[src/design/rbis_pkg.sv]
// ----------------------------------------------------------------------------
// rbis_pkg: shared types and constants of the rigid body step block
// Fixed formats, configuration register indexes, saturation and the small
// index helper that walks the three axes in cyclic order.
// ----------------------------------------------------------------------------
package rbis_pkg;

  // Quaternion parts are Q2.30, the time step is Q0.16.
  localparam int QUAT_BITS = 30;
  localparam int DT_BITS   = 16;

  // Multiplier operands, product and the wide accumulator.
  localparam int OPND_W = 33;
  localparam int PROD_W = 66;
  localparam int ACC_W  = 76;

  // Configuration register indexes.
  localparam logic [2:0] REG_MASS      = 3'd0;
  localparam logic [2:0] REG_INERTIA_X = 3'd1;
  localparam logic [2:0] REG_INERTIA_Y = 3'd2;
  localparam logic [2:0] REG_INERTIA_Z = 3'd3;
  localparam logic [2:0] REG_TIME_STEP = 3'd4;
  localparam logic [2:0] REG_GRAVITY_X = 3'd5;
  localparam logic [2:0] REG_GRAVITY_Y = 3'd6;
  localparam logic [2:0] REG_GRAVITY_Z = 3'd7;

  localparam logic signed [ACC_W-1:0] S32_MAX = ACC_W'(2147483647);
  localparam logic signed [ACC_W-1:0] S32_MIN = ~S32_MAX;

  // Request from the sequencer to the divide / square root unit.
  typedef struct packed {
    logic start;
    logic sqrt;
  } dsq_req_t;

  // Clamp a wide signed value to the signed 32-bit range.
  function automatic logic signed [31:0] sat32(input logic signed [ACC_W-1:0] x);
    logic signed [31:0] r;
    if (x > S32_MAX) begin
      r = 32'sh7FFFFFFF;
    end else if (x < S32_MIN) begin
      r = 32'sh80000000;
    end else begin
      r = x[31:0];
    end
    return r;
  endfunction

  // Next axis in the cycle x, y, z, x.
  function automatic logic [1:0] nxt3(input logic [1:0] i);
    return (i == 2'd2) ? 2'd0 : i + 2'd1;
  endfunction

endpackage

[src/design/rbis_divsqrt.sv]
// ----------------------------------------------------------------------------
// rbis_divsqrt: bit-serial divider and integer square root
// Restoring division of a 64-bit magnitude by a 33-bit divisor, one quotient
// bit a cycle, or a 64-bit square root, two radicand bits a cycle.
// ----------------------------------------------------------------------------
module rbis_divsqrt (
  input  logic                clk,
  input  logic                rst,
  input  rbis_pkg::dsq_req_t  req,
  input  logic [63:0]         num,
  input  logic [32:0]         den,
  output logic                done,
  output logic [63:0]         res
);
  import rbis_pkg::*;

  logic        busy;
  logic        mode_sqrt;
  logic [6:0]  cnt;
  logic [63:0] quo;
  logic [32:0] rem;
  logic [32:0] dvs;
  logic [63:0] root;
  logic [63:0] bitv;
  logic [33:0] trial;
  logic [64:0] sq_cmp;

  // Trial remainder of the divider and trial value of the root.
  always_comb begin
    trial  = {rem, quo[63]};
    sq_cmp = {1'b0, root} + {1'b0, bitv};
  end

  // One step of the selected operation each cycle.
  always_ff @(posedge clk) begin
    if (rst) begin
      busy <= 1'b0;
      done <= 1'b0;
    end else begin
      done <= busy && !req.start && (cnt == 7'd1);
      if (req.start) begin
        busy      <= 1'b1;
        mode_sqrt <= req.sqrt;
        cnt       <= req.sqrt ? 7'd32 : 7'd64;
        quo       <= num;
        rem       <= '0;
        dvs       <= den;
        root      <= '0;
        bitv      <= 64'h4000_0000_0000_0000;
      end else if (busy) begin
        if (mode_sqrt) begin
          if ({1'b0, quo} >= sq_cmp) begin
            quo  <= quo - sq_cmp[63:0];
            root <= (root >> 1) + bitv;
          end else begin
            root <= root >> 1;
          end
          bitv <= bitv >> 2;
        end else begin
          if (trial >= {1'b0, dvs}) begin
            rem <= 33'(trial - {1'b0, dvs});
            quo <= {quo[62:0], 1'b1};
          end else begin
            rem <= trial[32:0];
            quo <= {quo[62:0], 1'b0};
          end
        end
        cnt <= cnt - 7'd1;
        if (cnt == 7'd1) begin
          busy <= 1'b0;
        end
      end
    end
  end

  assign res = mode_sqrt ? root : quo;

endmodule

[config.mk]
export PLATFORM = sky130hd
export DESIGN_NAME = rbis_divsqrt
export DESIGN_NICKNAME = d
export VERILOG_FILES = /design/src/design/rbis_pkg.sv /design/src/design/rbis_divsqrt.sv
export SDC_FILE = /design/constraint.sdc
export NUM_CORES = 1
export LEC_CHECK = 0
export BUFFER_PORTS_ARGS = -buffer_cell sky130_fd_sc_hd__buf_2
export CAP_MARGIN = 10
export CORE_MARGIN = 2
export CORE_UTILIZATION = 30
export CTS_BUF_LIST = sky130_fd_sc_hd__clkbuf_4 sky130_fd_sc_hd__clkbuf_8 sky130_fd_sc_hd__clkbuf_16
export DETAILED_ROUTE_END_ITERATION = 12
export PLACE_DENSITY = 0.43
export SETUP_SLACK_MARGIN = 0.3
export SLEW_MARGIN = 25
export SYNTH_ARGS = -nofsm -noshare
export SYNTH_HDL_FRONTEND = slang
export SYNTH_SLANG_ARGS = --single-unit
[constraint.sdc]
create_clock -name clk -period 13.2 [get_ports clk]
set_input_delay 0.66 -clock clk [delete_from_list [all_inputs] [get_ports clk]]
set_output_delay 0.66 -clock clk [all_outputs]
set_load 0.005 [all_outputs]
==> impl_results.md <==
- Hold Path Class: in2reg
- Count of pins over their slew limit: 0
- H-tree depth: 2
- Max_cap viols: 0
- Hold_ws: 0.267 ns
- Antenna diodes: 0
- Initial DRC Count: 1610
- Antenna violations before repair: 3
- Kind of critical path: reg2reg
- Per-cell routed wire length: 20.5 um
- Number of global-route vias before repair: 18300
- Commonest non-fill, non-tap cells in the layout: 276 x nand2_1, 234 x edfxtp_1, 216 x a21oi_1
- Post-route ant nets: 0
- Worst Hold Path Cells: 1
- # setup viols final: 0
- Clock tree buffer depth: 3
- Mapped cell area: 20700 sq um
- Worst R2R End: quo[44]
- Setup TNS: 0 ns
- Drt pass-1 iters: 5
- Yosys cell types: 82
- DPL Wire Length: 52.5 mm
- Syn_nets: 2610
- Worst skew pair latency: 0.56 ns
- Die ar.: 71300 sq um
- Layout cells sized above 1: 14.3%
- Min cycle time layout: 7.93 ns
- Syn-to-layout area delta: 13.8%
- Yosys reg bits: 236
- Clock Skew: 0.0229 ns
- Reg-to-reg startpoint: root[2]
- DIE WIDTH: 267 um
- Vias: 18300
- Status: complete, no violations
- Logic pwr share: 38.4%
- Leakage: 0.00926 uW
- Seq pwr share: 31.9%
- CTS resizes: 0
- DRC: 0
- Root buffer cell: clkbuf_16
- Commonest register cell after synthesis: edfxtp_1
- Arrival time worst endpoint: 8.12 ns
- EDFF count, synth: 234
- R2R setup slack: 5.27 ns
- Startpoint Class: register
- Die Y: 267 um
- Final Hold Fails: 0
- Commonest non-fill, non-tap cell in the layout: nand2_1
- Avg Inst Size Synth: 8.86 sq um
- Core Region: 68600 sq um
- Fraction of registers with async set/reset: 0%
- Hold EP: dvs[21]
- Post-Syn Instances: 2342
- Max Clk Rate: 126 MHz
- Gr ovfl total: 0
- # IOs: 166
- Clock transition at the registers of the reported paths: 0.06 ns
- Post-route insts no fill: 3404
- Switching Share: 38.1%
- RD Place Congestion: 0.901
- Setup Fix Bufs, Post-CTS: 0
- Relative slew slack: 29.4%
- Worst-Margin Slew: 1.05 ns
- Hold Path Origin: den[21]
- RSZ-0062 raised after global routing: false
- Switching Power: 1180 uW
- Fin nets: 2721
- Period utilization: 60.1%
- First-pass GRT wire length: 108 mm
- CP max FO: 44
- Cell count after placement: 3348
- Clock sink total: 236
- Warnings, synthesis: 0
- WL final: 69.9 mm
- Register-to-Register Path Depth: 22
- Pwr Total: 3110 uW
- Largest net degree at the start of global routing: 99
- Vias per cell: 5.37
- Register area share after synthesis: 34.1%
- TritonCTS clock tree: yes
- Effective utilization at floorplan: 30.2%
- # port buffers: 165
- Clock network power share: 29.7%
- PD cells: 132 nW/um^2
- Site Rows: 96
- Overall Global Routing Usage: 19.4%
- Critical Path RT: 13.38 ns
- Hold Buf Count CTS: 0
- CP Capture Type: register
- Internal power: 1920 uW
- Max VDD drop: 0.0871 mV
- Core Util, Final: 34.4%
- Total CTS buffers: 34
==> critical path: stages (launching register included) <==
cell and delay, ns:
edfxtp_1 0.45, ha_1 0.37, a31oi_1 0.40, a211oi_1 0.25, a21oi_1 0.43, o21ai_1 0.28, a21oi_1 0.54, o211ai_1 0.36
a31o_2 0.35, a31oi_1 0.24, o21ai_0 0.17, xnor2_1 0.16, ha_1 0.40, and2_1 0.28, nand3_1 0.12, o31ai_1 0.42
a311o_2 0.31, a31oi_1 0.18, o31ai_4 0.27, buf_4 0.57, nand2_1 0.26, a21oi_4 0.21, buf_4 0.45
==> flip-flops by register name, summed over array words and instances (netlist names) <==
name / count
root: 64
cnt: 7
dvs: 33
busy: 1
done: 1
bitv: 32
mode_sqrt: 1
quo: 64
rem: 33
==> logic make-up after synthesis <==
logic type | Yosys count | share of synthesized area, %
AO/OA/AOI/OAI | 751 | 23.5
AND/OR/NAND/NOR | 720 | 16.5
flip-flops | 236 | 34.1
buffers and inverters | 206 | 3.85
XOR/XNOR | 180 | 7.60
adder cells (fa/ha/maj) | 167 | 10.1
multiplexers | 82 | 4.29
==> routing by layer <==
layer	GRT usage, %	vias up	share of wire, %
met5	0	-	0.011
met4	5.28	2	2.5
met3	2.82	92	4.6
met2	31.7	450	46
met1	26.5	8780	47
li1	-	8966	-
==> power by group through the flow <==
stage / logic (uW) / clock network (uW) / registers [uW]
4_1_cts: 1190 / 956 / 991
6_report: 1190 / 923 / 990
3_5_place_dp: 1190 / 0 / 1010
3_3_place_gp: 1190 / 0 / 1010
2_1_floorplan: 867 / 0 / 970
5_1_grt: 1330 / 981 / 1000
==> through the flow <==
stage | setup WS [ns] | area (sq um)
3_5_place_dp | 5.47 | 22500
6_report | 5.27 | 23600
2_1_floorplan | 4.43 | 20700
5_1_grt | 4.79 | 23600
3_3_place_gp | 5.66 | 22500
4_1_cts | 5.40 | 23600
==> how the worst max path moves through the flow <==
| stage | startpoint | to | slack, ns | cells after the start |
|---|---|---|---|---|
| after CTS | root[2] | quo[44] | 5.40 | 22 |
| after floorplan | root[6] | quo[0] | 4.43 | 24 |
| final | root[2] | quo[44] | 5.27 | 22 |
| after global routing | root[2] | quo[44] | 4.79 | 22 |
| after detailed placement | root[2] | quo[31] | 5.47 | 22 |
| after global placement | root[2] | quo[32] | 5.66 | 22 |
==> layout make-up <==
class | instances | area, sq um
Inverter | 95 | 357
Multi-Input combinational cell | 1900 | 12900
Fill cell | 7147 | 45000
Tap cell | 931 | 1160
Timing Repair Buffer | 186 | 993
Clock buffer | 39 | 888
Clock inverter | 17 | 200
Sequential cell | 236 | 7070
==> cell usage after synthesis (4+ instances only) <==
cell	count	area share, %
nor3_1	42	1.0
or4_1	14	0.51
nor2_1	142	2.6
clkbuf_1	87	1.6
or3_1	11	0.33
o31ai_1	24	0.87
o31a_1	8	0.34
and4_1	9	0.38
mux2i_1	27	1.3
o221ai_1	5	0.21
o21ai_0	153	3.7
or2_2	8	0.24
a41o_1	4	0.19
nor3b_1	6	0.22
o21a_1	15	0.54
xnor2_1	101	4.3
a21o_1	54	2.0
mux2_2	55	3.0
a211o_1	4	0.17
a21boi_0	11	0.40
and2_1	11	0.33
nand2b_1	21	0.63
nand3_1	34	0.82
o21bai_1	38	1.4
edfxtp_1	234	34
and3_1	13	0.39
ha_1	165	10
nand4_1	38	1.1
a21oi_1	217	5.2
nand3b_1	5	0.18
buf_1	11	0.20
nor2b_1	75	2.3
inv_1	95	1.7
a2111oi_0	4	0.17
nor4_1	10	0.30
xor2_1	79	3.3
o211ai_1	10	0.36
a31o_2	24	1.0
nand2_1	276	5.0
a211oi_1	52	1.9
buf_2	10	0.24
a311oi_1	11	0.46
a31oi_1	66	2.0
Note: power is estimated with default switching activity, not from simulation.
